==> src/hdl/cdte_pkg.sv <==
// Shared types, constants and lookup functions for the civil date/time to epoch converter.
package cdte_pkg;

	// Meridiem marker codes
	localparam logic [1:0] MER_NONE = 2'd0;
	localparam logic [1:0] MER_AM   = 2'd1;
	localparam logic [1:0] MER_PM   = 2'd2;

	// Highest meaningful fraction digit count (nanoseconds)
	localparam logic [3:0] MAX_DIGITS = 4'd9;

	// Year bias: a multiple of 400 that makes every adjusted year non-negative
	localparam logic [16:0] YEAR_BIAS = 17'd32800;
	// floor(yb / 100) == (yb * RECIP_100) >> 24 for every biased year
	localparam logic [17:0] RECIP_100 = 18'd167773;
	// Bias terms removed after the biased divisions
	localparam logic signed [26:0] CENT_BIAS = 27'sd328;
	localparam logic signed [26:0] QUAD_BIAS = 27'sd82;
	// Days from 0000-03-01 to 1970-01-01
	localparam logic signed [26:0] EPOCH_SHIFT = 27'sd719468;
	localparam logic signed [26:0] DAYS_PER_YEAR = 27'sd365;
	localparam logic signed [47:0] SECS_PER_DAY = 48'sd86400;
	localparam logic signed [23:0] HALF_DAY_SECS = 24'sd43200;

	// Hand-off between the date front end and the scaling back end
	typedef struct packed {
		logic signed [26:0] days;   // days since epoch
		logic signed [23:0] secs;   // time of day minus zone offset, in seconds
		logic [29:0]        nanos;  // raw nanoseconds
		logic [30:0]        nq_est; // truncated nanos estimate, low by at most one
	} cdte_mid_t;

	// Days from March 1st to the first of a month, March-based year
	function automatic logic [8:0] month_base(input logic [3:0] m);
		logic [8:0] r;
		case (m)
			4'd0:  r = 9'd275;
			4'd1:  r = 9'd306;
			4'd2:  r = 9'd337;
			4'd3:  r = 9'd0;
			4'd4:  r = 9'd31;
			4'd5:  r = 9'd61;
			4'd6:  r = 9'd92;
			4'd7:  r = 9'd122;
			4'd8:  r = 9'd153;
			4'd9:  r = 9'd184;
			4'd10: r = 9'd214;
			4'd11: r = 9'd245;
			4'd12: r = 9'd275;
			4'd13: r = 9'd306;
			4'd14: r = 9'd337;
			4'd15: r = 9'd367;
			default: r = 9'd0;
		endcase
		return r;
	endfunction

	// Clamp the digit register to nanoseconds
	function automatic logic [3:0] sat_digits(input logic [3:0] fd);
		return (fd > MAX_DIGITS) ? MAX_DIGITS : fd;
	endfunction

	// Units per second: 10^dig
	function automatic logic [29:0] unit_scale(input logic [3:0] dig);
		logic [29:0] r;
		case (dig)
			4'd0: r = 30'd1;
			4'd1: r = 30'd10;
			4'd2: r = 30'd100;
			4'd3: r = 30'd1000;
			4'd4: r = 30'd10000;
			4'd5: r = 30'd100000;
			4'd6: r = 30'd1000000;
			4'd7: r = 30'd10000000;
			4'd8: r = 30'd100000000;
			4'd9: r = 30'd1000000000;
			default: r = 30'd1000000000;
		endcase
		return r;
	endfunction

	// Nanoseconds per unit: 10^(9-dig)
	function automatic logic [29:0] nano_div(input logic [3:0] dig);
		logic [29:0] r;
		case (dig)
			4'd0: r = 30'd1000000000;
			4'd1: r = 30'd100000000;
			4'd2: r = 30'd10000000;
			4'd3: r = 30'd1000000;
			4'd4: r = 30'd100000;
			4'd5: r = 30'd10000;
			4'd6: r = 30'd1000;
			4'd7: r = 30'd100;
			4'd8: r = 30'd10;
			4'd9: r = 30'd1;
			default: r = 30'd1;
		endcase
		return r;
	endfunction

	// floor(2^32 / nano_div(dig))
	function automatic logic [32:0] nano_recip(input logic [3:0] dig);
		logic [32:0] r;
		case (dig)
			4'd0: r = 33'd4;
			4'd1: r = 33'd42;
			4'd2: r = 33'd429;
			4'd3: r = 33'd4294;
			4'd4: r = 33'd42949;
			4'd5: r = 33'd429496;
			4'd6: r = 33'd4294967;
			4'd7: r = 33'd42949672;
			4'd8: r = 33'd429496729;
			4'd9: r = 33'd4294967296;
			default: r = 33'd4294967296;
		endcase
		return r;
	endfunction

endpackage

==> src/hdl/cdte_back.sv <==
// Back end: seconds since epoch, scaling to the chosen unit, nanos fraction added.
module cdte_back (
	input  logic                 clk,
	input  logic                 arst_n,
	input  logic                 in_valid,
	output logic                 in_ready,
	input  cdte_pkg::cdte_mid_t  in_data,
	input  logic [3:0]           dig,
	output logic                 out_valid,
	input  logic                 out_ready,
	output logic signed [63:0]   timestamp
);
	import cdte_pkg::*;

	logic en_s3, en_s4, en_s5;
	logic v_s3, v_s4, v_s5;

	logic signed [47:0] days48;
	logic signed [47:0] secs48;
	logic signed [47:0] t_c;
	logic [29:0]        ndiv;
	logic [60:0]        qd_c;
	logic [30:0]        rem_c;

	logic signed [47:0] t_s3;
	logic [30:0]        rem_s3;
	logic [30:0]        nq_s3;

	logic [29:0]        scale;
	logic signed [63:0] plo_c;
	logic signed [63:0] phi_c;
	logic [30:0]        nq_c;

	logic signed [63:0] plo_s4;
	logic signed [63:0] phi_s4;
	logic [30:0]        nq_s4;

	logic signed [63:0] ts_s5;

	// Advance a stage when it is empty or the next one advances
	assign en_s5    = !v_s5 || out_ready;
	assign en_s4    = !v_s4 || en_s5;
	assign en_s3    = !v_s4 || en_s5 ? (!v_s3 || en_s4) : !v_s3;
	assign in_ready = en_s3;

	// Seconds since epoch
	assign days48 = {{21{in_data.days[26]}}, in_data.days};
	assign secs48 = {{24{in_data.secs[23]}}, in_data.secs};
	assign t_c    = days48 * SECS_PER_DAY + secs48;

	// Remainder of the nanos estimate, at most one divisor too large
	assign ndiv  = nano_div(dig);
	assign qd_c  = in_data.nq_est * ndiv;
	assign rem_c = {1'b0, in_data.nanos} - qd_c[30:0];

	// Scale by 10^dig as two half-width partial products
	assign scale = unit_scale(dig);
	assign plo_c = t_s3 * $signed({1'b0, scale[14:0]});
	assign phi_c = t_s3 * $signed({1'b0, scale[29:15]});
	assign nq_c  = nq_s3 + 31'((rem_s3 >= {1'b0, ndiv}) ? 1 : 0);

	// Stage valid bits
	always_ff @(posedge clk or negedge arst_n) begin
		if (!arst_n) begin
			v_s3 <= 1'b0;
			v_s4 <= 1'b0;
			v_s5 <= 1'b0;
		end else begin
			if (en_s3) begin
				v_s3 <= in_valid;
			end
			if (en_s4) begin
				v_s4 <= v_s3;
			end
			if (en_s5) begin
				v_s5 <= v_s4;
			end
		end
	end

	// Stage payloads
	always_ff @(posedge clk) begin
		if (en_s3) begin
			t_s3   <= t_c;
			rem_s3 <= rem_c;
			nq_s3  <= in_data.nq_est;
		end
		if (en_s4) begin
			plo_s4 <= plo_c;
			phi_s4 <= phi_c;
			nq_s4  <= nq_c;
		end
		if (en_s5) begin
			ts_s5 <= plo_s4 + (phi_s4 <<< 15) + $signed({33'd0, nq_s4});
		end
	end

	assign out_valid = v_s5;
	assign timestamp = ts_s5;

endmodule

==> config.mk <==
export PLATFORM = sky130hd
export DESIGN_NAME = cdte_back
export DESIGN_NICKNAME = d
export VERILOG_FILES = /design/src/hdl/cdte_pkg.sv /design/src/hdl/cdte_back.sv
export SDC_FILE = /design/constraint.sdc
export NUM_CORES = 2
export LEC_CHECK = 0
export BUFFER_PORTS_ARGS = -buffer_cell sky130_fd_sc_hd__buf_2
export CAP_MARGIN = 20
export CORE_ASPECT_RATIO = 1.75
export CORE_MARGIN = 5
export CORE_UTILIZATION = 66
export DETAILED_ROUTE_END_ITERATION = 6
export HOLD_SLACK_MARGIN = 0.15
export PLACE_DENSITY = 0.83
export RECOVER_POWER = 50
export SYNTH_ARGS = -nofsm -noshare
export SYNTH_HDL_FRONTEND = slang
export SYNTH_SLANG_ARGS = --single-unit
==> constraint.sdc <==
create_clock -name clk -period 10.5 [get_ports clk]
set_input_delay 1.05 -clock clk [delete_from_list [all_inputs] [get_ports clk]]
set_output_delay 1.05 -clock clk [all_outputs]
set_load 0.02 [all_outputs]
==> flow_summary.yaml <==
outcome:
  outcome: "complete, but fails checks"
  violations: "design-rule violations, max-capacitance violations, max-slew violations"
yosys:
  avgSynthCellArea_um2: 9.44
  synth_nets: 10834
  syn-cell-area_mm2: 0.0790
  ys_seq_area_share_pct: 12.0
  async_flop_share_pct: 0.946
  synth_cell_types: 83
  ys_warn_count: 0
  ys.flop_type: "edfxtp_1"
  ys_ff_latch: 317
  synthCells: 8370
  synth_edf_count: 314
detailed_routing:
  vias: 60729
  wl_per_cell_um: 23.9
  totalWireLength_um: 238000
  route.detailed.drc: 4
  ant_nets: 0
  dr.pass1.iters: 7
  viasPerCell: 6.09
  drt-initial-drc-count: 4961
place:
  dpl.hpwl_um: 194000
  globalplace.congestion: 1.04
  io_buffer_count: 185
  place_area_mm2: 0.0818
timing:
  fin_worst_skew_ns: 0.0395
  setup_tns_ns: 0
  drv_slew: 575
  layout_min_cycle_time_ns: 9.84
  final_hold_viol_count: 0
  worst_pin_slew_ns: 7.23
  period_share_pct: 93.7
  rsz0062_at_grt: "false"
  slew_headroom_pct: -382
  fmax_mhz: 102
  setup_violations: 0
finish:
  final_area_mm2: 0.0828
  multiInputGateArea_mm2: 0.0606
  seq_area_mm2: 0.00950
  drive_above_1_share_pct: 4.25
  area_delta_synth_final_pct: 4.79
  num-nets-final: 10866
  fillers: 8941
critical_path:
  crit_type: "input pin to flop"
  end_kind: "flop"
  worstPathArrival_ns: 10.18
  slowest_stage: "o21ai_0"
  crit_path_start_kind: "input pin"
  cpPeakStageDelay_ns: 0.82
  critical_path_required_ns: 10.83
  crit_fanout: 21
  rrSetupSlack_ns: 1.41
  worst_path_most_repeated_cell: "fa_1"
global_routing:
  grt.total_usage_pct: 38.1
  grt-ovfl-total: 0
  grt_max_degree: 132
  first_global_vias: 68290
  antenna_found_initial: 13
  grt_pass1_wl_um: 368000
cts:
  clockBufferDepth: 3
  clk_latency_ns: 0.62
  cts_hold_buf: 0
  cts_tree: "done"
  htreeDepth: 2
  cts_buffers: 35
  clkTransAtPathRegs_ns: 0.07
  numClockSinks: 317
  clockRootBuffer: "clkbuf_16"
  cts_resized: 0
  post_cts_buffers: 0
floorplan:
  die_y_um: 468
  die_area_mm2: 0.127
  initial_utilization_pct: 66.2
  rows: 168
  die_w_um: 272
  core_mm2: 0.119
  ios: 186
flow_run:
  drv_cap: 17
hold_path:
  hp-class: "input pin to asynchronous set/reset pin"
stage by stage:
| step | hold slack, ns | util [%] | std cells | setup WS (ns) |
|---|---|---|---|---|
| 3_5_place_dp | 0.455 | 68.5 | 9893 | 0.540 |
| 4_1_cts | 0.197 | 69.4 | 9954 | 1.11 |
| 3_3_place_gp | 0.448 | 68.5 | 9892 | 0.722 |
| 2_1_floorplan | 0.435 | - | 8370 | 1.87 |
| 6_report | 0.226 | 69.3 | 9965 | 0.657 |
| 5_1_grt | 0.235 | 69.3 | 9958 | 0.462 |
placed cells by master (no fill, tap or decap), types with 141 or more instances in the layout:
cell,n
inv_1,2055
fa_1,1648
nand2_1,983
ha_1,696
edfxtp_1,314
and2_1,311
xnor2_1,269
a21oi_1,252
and3_1,236
nor2_1,171
a21o_1,145
o21ai_0,143
buf_4,141
Yosys cell counts (11+ instances only):
cell type | number | area, µm²
a31oi_1 | 25 | 156
and2_1 | 312 | 1950
o21ai_1 | 15 | 75.1
nor2b_1 | 86 | 538
fa_1 | 1648 | 33000
nand2b_1 | 50 | 313
o211ai_1 | 11 | 82.6
nand2_1 | 983 | 3690
or2_2 | 28 | 175
o21bai_1 | 38 | 285
and3_1 | 236 | 1480
o21ai_0 | 143 | 716
xnor2_1 | 269 | 2360
a21oi_1 | 256 | 1280
edfxtp_1 | 314 | 9430
o21a_1 | 55 | 413
nand4_1 | 39 | 244
a211oi_1 | 33 | 248
and4_1 | 13 | 114
a21o_1 | 145 | 1090
ha_1 | 696 | 8710
inv_1 | 2055 | 7710
xor2_1 | 92 | 806
nor3_1 | 33 | 165
nor2_1 | 176 | 661
clkbuf_1 | 328 | 1230
nand3_1 | 132 | 661
state kept, by name, indices dropped and copies added (netlist names):
signal / flops
out_valid: 1
v_s4: 1
v_s3: 1
rem_s3: 31
nq_s3: 31
plo_s4: 62
nq_s4: 31
phi_s4: 49
timestamp: 64
t_s3: 46
path summary, 6_finish.rpt:
check	start	depth (start not counted)	to
max in group asynchronous	arst_n	1	v_s4$_DFFE_PN0P_
setup reg to reg	t_s3[14]$_DFFE_PP_	22	plo_s4[59]$_DFFE_PP_
hold / removal	arst_n	1	out_valid$_DFFE_PN0P_
hold reg to reg	v_s3$_DFFE_PN0P_	1	v_s4$_DFFE_PN0P_
setup / recovery	dig[1]	27	plo_s4[59]$_DFFE_PP_
min in group clk	v_s3$_DFFE_PN0P_	1	v_s4$_DFFE_PN0P_
cell families (layout without fill, tap and decap cells):
group,Yosys count,in the layout,share of synthesized area (%)
muxes,4,4,0.0538
buffers and inverters,2394,2450,11.4
and+or+nand+nor,2122,2122,13.0
other,0,9,0
AOI/OAI and AO/OA,827,827,6.78
xor gates and xnor gates,361,361,4.00
adders and majority gates,2345,2345,52.8
DFF,317,317,12.0
layer usage:
layer	up-vias	share of wire [%]	GRT usage (%)
li1	25573	-	-
met1	29918	30	39.1
met2	3666	49	65.6
met3	1562	9.4	7.90
met4	10	12	33.3
met5	-	0.025	0
layout make-up:
| class | instances | area share [%] |
|---|---|---|
| Tap cell | 1530 | 2.31 |
| Clock inverter | 23 | 0.225 |
| Sequential cell | 317 | 11.5 |
| Inverter | 2055 | 9.32 |
| Timing Repair Buffer | 334 | 2.36 |
| Antenna cell | 9 | 0.0272 |
| Multi-Input combinational cell | 5659 | 73.2 |
| Clock buffer | 38 | 1.07 |
worst max-delay path, delay by kind of cell:
family                     cells  cell delay, ns
buffers and inverters          5            0.58
xor gates and xnor gates       1            0.15
adders and majority gates      8            3.76
AOI/OAI and AO/OA             10            3.96
and+or+nand+nor                3            0.66
Power is not shown: default switching activity piles up to over one toggle a cycle in this logic, so the estimate is an artifact.
