### src/hdl/cdte_pkg.sv
// Shared types, constants and lookup functions for the civil date/time to epoch converter.
package cdte_pkg;

	// Meridiem marker codes
	localparam logic [1:0] MER_NONE = 2'd0;
	localparam logic [1:0] MER_AM   = 2'd1;
	localparam logic [1:0] MER_PM   = 2'd2;

	// Highest meaningful fraction digit count (nanoseconds)
	localparam logic [3:0] MAX_DIGITS = 4'd9;

	// Year bias: a multiple of 400 that makes every adjusted year non-negative
	localparam logic [16:0] YEAR_BIAS = 17'd32800;
	// floor(yb / 100) == (yb * RECIP_100) >> 24 for every biased year
	localparam logic [17:0] RECIP_100 = 18'd167773;
	// Bias terms removed after the biased divisions
	localparam logic signed [26:0] CENT_BIAS = 27'sd328;
	localparam logic signed [26:0] QUAD_BIAS = 27'sd82;
	// Days from 0000-03-01 to 1970-01-01
	localparam logic signed [26:0] EPOCH_SHIFT = 27'sd719468;
	localparam logic signed [26:0] DAYS_PER_YEAR = 27'sd365;
	localparam logic signed [47:0] SECS_PER_DAY = 48'sd86400;
	localparam logic signed [23:0] HALF_DAY_SECS = 24'sd43200;

	// Hand-off between the date front end and the scaling back end
	typedef struct packed {
		logic signed [26:0] days;   // days since epoch
		logic signed [23:0] secs;   // time of day minus zone offset, in seconds
		logic [29:0]        nanos;  // raw nanoseconds
		logic [30:0]        nq_est; // truncated nanos estimate, low by at most one
	} cdte_mid_t;

	// Days from March 1st to the first of a month, March-based year
	function automatic logic [8:0] month_base(input logic [3:0] m);
		logic [8:0] r;
		case (m)
			4'd0:  r = 9'd275;
			4'd1:  r = 9'd306;
			4'd2:  r = 9'd337;
			4'd3:  r = 9'd0;
			4'd4:  r = 9'd31;
			4'd5:  r = 9'd61;
			4'd6:  r = 9'd92;
			4'd7:  r = 9'd122;
			4'd8:  r = 9'd153;
			4'd9:  r = 9'd184;
			4'd10: r = 9'd214;
			4'd11: r = 9'd245;
			4'd12: r = 9'd275;
			4'd13: r = 9'd306;
			4'd14: r = 9'd337;
			4'd15: r = 9'd367;
			default: r = 9'd0;
		endcase
		return r;
	endfunction

	// Clamp the digit register to nanoseconds
	function automatic logic [3:0] sat_digits(input logic [3:0] fd);
		return (fd > MAX_DIGITS) ? MAX_DIGITS : fd;
	endfunction

	// Units per second: 10^dig
	function automatic logic [29:0] unit_scale(input logic [3:0] dig);
		logic [29:0] r;
		case (dig)
			4'd0: r = 30'd1;
			4'd1: r = 30'd10;
			4'd2: r = 30'd100;
			4'd3: r = 30'd1000;
			4'd4: r = 30'd10000;
			4'd5: r = 30'd100000;
			4'd6: r = 30'd1000000;
			4'd7: r = 30'd10000000;
			4'd8: r = 30'd100000000;
			4'd9: r = 30'd1000000000;
			default: r = 30'd1000000000;
		endcase
		return r;
	endfunction

	// Nanoseconds per unit: 10^(9-dig)
	function automatic logic [29:0] nano_div(input logic [3:0] dig);
		logic [29:0] r;
		case (dig)
			4'd0: r = 30'd1000000000;
			4'd1: r = 30'd100000000;
			4'd2: r = 30'd10000000;
			4'd3: r = 30'd1000000;
			4'd4: r = 30'd100000;
			4'd5: r = 30'd10000;
			4'd6: r = 30'd1000;
			4'd7: r = 30'd100;
			4'd8: r = 30'd10;
			4'd9: r = 30'd1;
			default: r = 30'd1;
		endcase
		return r;
	endfunction

	// floor(2^32 / nano_div(dig))
	function automatic logic [32:0] nano_recip(input logic [3:0] dig);
		logic [32:0] r;
		case (dig)
			4'd0: r = 33'd4;
			4'd1: r = 33'd42;
			4'd2: r = 33'd429;
			4'd3: r = 33'd4294;
			4'd4: r = 33'd42949;
			4'd5: r = 33'd429496;
			4'd6: r = 33'd4294967;
			4'd7: r = 33'd42949672;
			4'd8: r = 33'd429496729;
			4'd9: r = 33'd4294967296;
			default: r = 33'd4294967296;
		endcase
		return r;
	endfunction

endpackage

### src/hdl/cdte_front.sv
// Front end: day count from the civil date, seconds of day, nanos quotient estimate.
module cdte_front (
	input  logic                    clk,
	input  logic                    arst_n,
	input  logic                    in_valid,
	output logic                    in_ready,
	input  logic signed [15:0]      year,
	input  logic [3:0]              month,
	input  logic [4:0]              day,
	input  logic [4:0]              hour,
	input  logic [5:0]              minute,
	input  logic [5:0]              second,
	input  logic [29:0]             nanos,
	input  logic signed [19:0]      tz_offset,
	input  logic [1:0]              meridiem,
	input  logic [3:0]              dig,
	output logic                    out_valid,
	input  logic                    out_ready,
	output cdte_pkg::cdte_mid_t     out_data
);
	import cdte_pkg::*;

	logic en_s1, en_s2;
	logic v_s1, v_s2;

	// Stage 1 combinational terms
	logic              early;
	logic signed [16:0] y_adj_c;
	logic [16:0]       yb_c;
	logic [34:0]       yprod_c;
	logic signed [9:0] doy_c;
	logic signed [23:0] tod_c;
	logic signed [23:0] tz_ext;
	logic signed [23:0] secs_c;
	logic [62:0]       nprod_c;

	// Stage 1 registers
	logic signed [16:0] y_adj_s1;
	logic [10:0]       q100_s1;
	logic signed [9:0] doy_s1;
	logic signed [23:0] secs_s1;
	logic [29:0]       nanos_s1;
	logic [30:0]       nq_s1;

	// Stage 2 terms
	logic signed [26:0] y27;
	logic signed [26:0] days_c;
	cdte_mid_t         mid_s2;

	// Advance a stage when it is empty or the next one advances
	assign en_s2    = !v_s2 || out_ready;
	assign en_s1    = !v_s1 || en_s2;
	assign in_ready = en_s1;

	// Shift the March-based year back for month zero, January and February
	assign early   = (month == 4'd0) || (month == 4'd1) || (month == 4'd2);
	assign y_adj_c = $signed({year[15], year}) - $signed({16'd0, early});
	assign yb_c    = 17'(y_adj_c) + YEAR_BIAS;
	assign yprod_c = yb_c * RECIP_100;

	// Day of the March-based year
	assign doy_c = $signed({1'b0, month_base(month)}) + $signed({5'd0, day}) - 10'sd1;

	// Seconds of day with meridiem fix and zone offset removed
	assign tod_c  = $signed(24'(hour) * 24'd3600 + 24'(minute) * 24'd60 + 24'(second));
	assign tz_ext = {{4{tz_offset[19]}}, tz_offset};
	always_comb begin
		secs_c = tod_c - tz_ext;
		if (meridiem == MER_PM && hour != 5'd12) begin
			secs_c = secs_c + HALF_DAY_SECS;
		end else if (meridiem == MER_AM && hour == 5'd12) begin
			secs_c = secs_c - HALF_DAY_SECS;
		end
	end

	// Reciprocal estimate of nanos / 10^(9-dig)
	assign nprod_c = nanos * nano_recip(dig);

	// Stage valid bits
	always_ff @(posedge clk or negedge arst_n) begin
		if (!arst_n) begin
			v_s1 <= 1'b0;
			v_s2 <= 1'b0;
		end else begin
			if (en_s1) begin
				v_s1 <= in_valid;
			end
			if (en_s2) begin
				v_s2 <= v_s1;
			end
		end
	end

	// Stage 1 payload
	always_ff @(posedge clk) begin
		if (en_s1) begin
			y_adj_s1 <= y_adj_c;
			q100_s1  <= yprod_c[34:24];
			doy_s1   <= doy_c;
			secs_s1  <= secs_c;
			nanos_s1 <= nanos;
			nq_s1    <= nprod_c[62:32];
		end
	end

	// Era-free day count: 365y + y/4 - y/100 + y/400 + doy - epoch
	assign y27    = {{10{y_adj_s1[16]}}, y_adj_s1};
	assign days_c = y27 * DAYS_PER_YEAR + (y27 >>> 2)
		- $signed({16'd0, q100_s1}) + CENT_BIAS
		+ $signed({18'd0, q100_s1[10:2]}) - QUAD_BIAS
		+ $signed({{17{doy_s1[9]}}, doy_s1}) - EPOCH_SHIFT;

	// Stage 2 payload
	always_ff @(posedge clk) begin
		if (en_s2) begin
			mid_s2.days   <= days_c;
			mid_s2.secs   <= secs_s1;
			mid_s2.nanos  <= nanos_s1;
			mid_s2.nq_est <= nq_s1;
		end
	end

	assign out_valid = v_s2;
	assign out_data  = mid_s2;

endmodule

### config.mk
export PLATFORM = sky130hd
export DESIGN_NAME = cdte_front
export DESIGN_NICKNAME = d
export VERILOG_FILES = /design/src/hdl/cdte_pkg.sv /design/src/hdl/cdte_front.sv
export SDC_FILE = /design/constraint.sdc
export NUM_CORES = 2
export LEC_CHECK = 0
export BUFFER_PORTS_ARGS = -buffer_cell sky130_fd_sc_hd__buf_4
export CORE_ASPECT_RATIO = 0.8
export CORE_MARGIN = 5
export CORE_UTILIZATION = 55
export DETAILED_ROUTE_END_ITERATION = 7
export GPL_TIMING_DRIVEN = 0
export PLACE_DENSITY = 0.81
export SLEW_MARGIN = 30
export SYNTH_ARGS = -nofsm -noshare
export SYNTH_HDL_FRONTEND = slang
export SYNTH_SLANG_ARGS = --single-unit
### constraint.sdc
create_clock -name clk -period 17.45 [get_ports clk]
set_clock_uncertainty 0.2 [all_clocks]
set_input_delay 1.745 -clock clk [delete_from_list [all_inputs] [get_ports clk]]
set_output_delay 1.745 -clock clk [all_outputs]
set_load 0.05 [all_outputs]
==> metrics.yaml <==
synth_seq_cells: 233
finalSetupViolCount: 0
slew_headroom_pct: 26.0
io-pin-count: 216
fin_nets: 6830
worst_pin_slew_ns: 1.11
clk_pin_slew_ns: 0.07
finalCriticalPeriod_ns: 12.25
cp-startpoint: "dig[2]"
grt_antenna_before_repair: 5
htreeDepth: 1
cp-endpoint: "nq_s1[30]"
drtIter0Drc: 2683
cp_slowest_cell: "nor2_1"
path_max_fanout: 10
fin_tns_setup_ns: 0
synth.area.top_cells: "fa_1 40%, ha_1 17%, edfxtp_1 14%, inv_1 10%, nand2_1 3.3%"
ys_types: 85
rsz0062_at_grt: "false"
cp_data_required_time_ns: 17.62
clock-root-buffer: "clkbuf_16"
cp-start-kind: "input pin"
syn_to_final_growth_pct: 8.76
syn_area_mm2: 0.0488
cpMostUsedCell: "fa_1"
reg2reg_to: "out_data[111]"
fmax_mhz: 81.7
status: "finished clean"
wl_per_cell_um: 20.7
hold_viol: 0
grt_overflow_total: 0
cap_violations: 0
cts_tree: "built"
cp-end-kind: "flip-flop"
clock_latency_ns: 0.63
track_usage_pct: 28.3
fill_cells: 7208
clock-sinks: 233
synth_nets: 6574
cp.arrival_ns: 12.42
grt_pass1_wl_mm: 206
wl_mm: 130
place_congestion: 1.08
synth_top_area_share_pct: 39.7
worst-path-stages: 32
die_y_um: 276
synth_edf_count: 231
first_pass_iters: 7
num_rows: 97
slew_violations: 0
fp.dieW_um: 343
r2r_start: "y_adj_s1[9]"
ys_seq_area_share_pct: 14.3
viasPerCell: 5.37
vias: 33800
syn_avg_cell_area_um2: 10.1
dieArea_mm2: 0.0948
cp_slowest_stage_delay_ns: 0.78
yosysTopAreaCell: "fa_1"
post-synth-top-count-cell: "inv_1"
crit_buf_inv: 9
ys.flop_type: "edfxtp_1"
grt_pass1_vias: 36000
min_path_type: "flip-flop to flip-flop"
post_cts_resized: 0
initial_core_util_pct: 55.6
ctsHoldBuffers: 0
reg2reg_depth: 20
grt_max_degree: 50
synthesis.instances: 4828
async_flop_share_pct: 0.858
yosys_warnings: 0
r2r_setup_slack_ns: 10.77
critical_path_class: "input pin to flip-flop"
drc: 0
drive_gt1_share_pct: 6.64
fin_crit_sh_pct: 70.2
antenna_left: 0
port_buffers: 211
post-cts-setup-buffers: 0
dp_hpwl_mm: 112
numCtsBuffers: 30
critPathTopFamily: "adder cells"
synthTopCellsByCount: "1,354 x inv_1, 967 x fa_1, 677 x ha_1"
fp.coreArea_mm2: 0.0877
clk_path_buf_depth: 3
==> cells in the final DEF, fill, tap and decap left out, types with 5 or more instances in the layout <==
master,n
buf_4,214
nor3_1,20
ha_1,677
clkbuf_1,132
a21oi_1,115
nand4_1,17
xor2_1,50
fa_1,967
inv_1,1354
buf_6,9
a31oi_1,8
nand2b_1,22
nor2_1,96
a211oi_1,9
and2_1,209
nand3_1,23
clkinvlp_4,5
o21ai_1,9
nor4_1,7
nor2b_1,18
nand2_1,433
and3_1,43
xnor2_1,110
or2_2,22
o21ai_0,59
inv_6,8
o22ai_1,9
clkbuf_16,31
o21a_1,19
edfxtp_1,231
o21bai_1,18
a21o_1,48
==> cell families (layout without fill, tap and decap cells) <==
family	count (synthesis)	in the layout	share of synthesized area (%)
XOR/XNOR	163	163	2.94
AND/OR/NAND/NOR	939	939	9.34
flip-flops	233	233	14.3
AO/OA/AOI/OAI	353	353	4.69
other	0	2	0
multiplexers	6	6	0.174
buffers and inverters	1490	1770	11.5
adder cells (fa/ha/maj)	1644	1644	57.0
==> stage by stage <==
| stage | cell area (um2) | std cells | setup WS, ns | util, % | hold WS (ns) |
|---|---|---|---|---|---|
| finish | 53100 | 6298 | 5.20 | 60.5 | 0.200 |
| global route | 53100 | 6297 | 4.96 | 60.5 | 0.217 |
| CTS | 53000 | 6296 | 5.55 | 60.4 | 0.210 |
| detailed placement | 52100 | 6240 | 4.91 | 59.3 | 0.205 |
| global placement | 51900 | 6227 | 4.92 | 59.1 | 0.201 |
| floorplan | 48800 | 4828 | 7.44 | - | 0.200 |
==> metal layers <==
metal	vias to the layer above	share of wire, %	GRT usage [%]	routed length, um
met3	222	13	10.4	17100
met4	0	2.7	5.92	3530
met1	16900	42	40.4	54900
li1	15100	-	-	-
met5	-	0	0	0
met2	1558	42	41.7	54900
==> layout make-up <==
class	instances	area, um2	area share, %
multi-input combinational	3105	36200	68.3
antenna	2	5.00	0.00943
tap	1188	1490	2.80
timing repair buffer	224	1770	3.34
clock buffer	32	779	1.47
buffer	135	519	0.979
sequential	233	6990	13.2
inverter	1355	5090	9.59
clock inverter	24	203	0.382
==> worst min-delay path by stage <==
stage                 start           end  cells past startpoint  slack, ns
2_1_floorplan      nq_s1[0]   out_data[0]                      0       0.20
3_3_place_gp   nanos_s1[17]  out_data[48]                      0       0.20
3_5_place_dp    nanos_s1[0]  out_data[31]                      0       0.20
4_1_cts           nq_s1[25]  out_data[25]                      0       0.21
5_1_grt          secs_s1[9]  out_data[70]                      0       0.22
6_report          nq_s1[25]  out_data[25]                      0       0.20
==> state kept, by name, indices dropped and copies added, names as in the netlist, 10 cells and up <==
| register | count |
|---|---|
| doy_s1 | 10 |
| nq_s1 | 31 |
| q100_s1 | 11 |
| nanos_s1 | 30 |
| y_adj_s1 | 17 |
| secs_s1 | 22 |
| out_data | 110 |
Power is left out: the tool's default activity adds up to more than one toggle a clock period on the data nets, which glitch-free logic cannot reach.
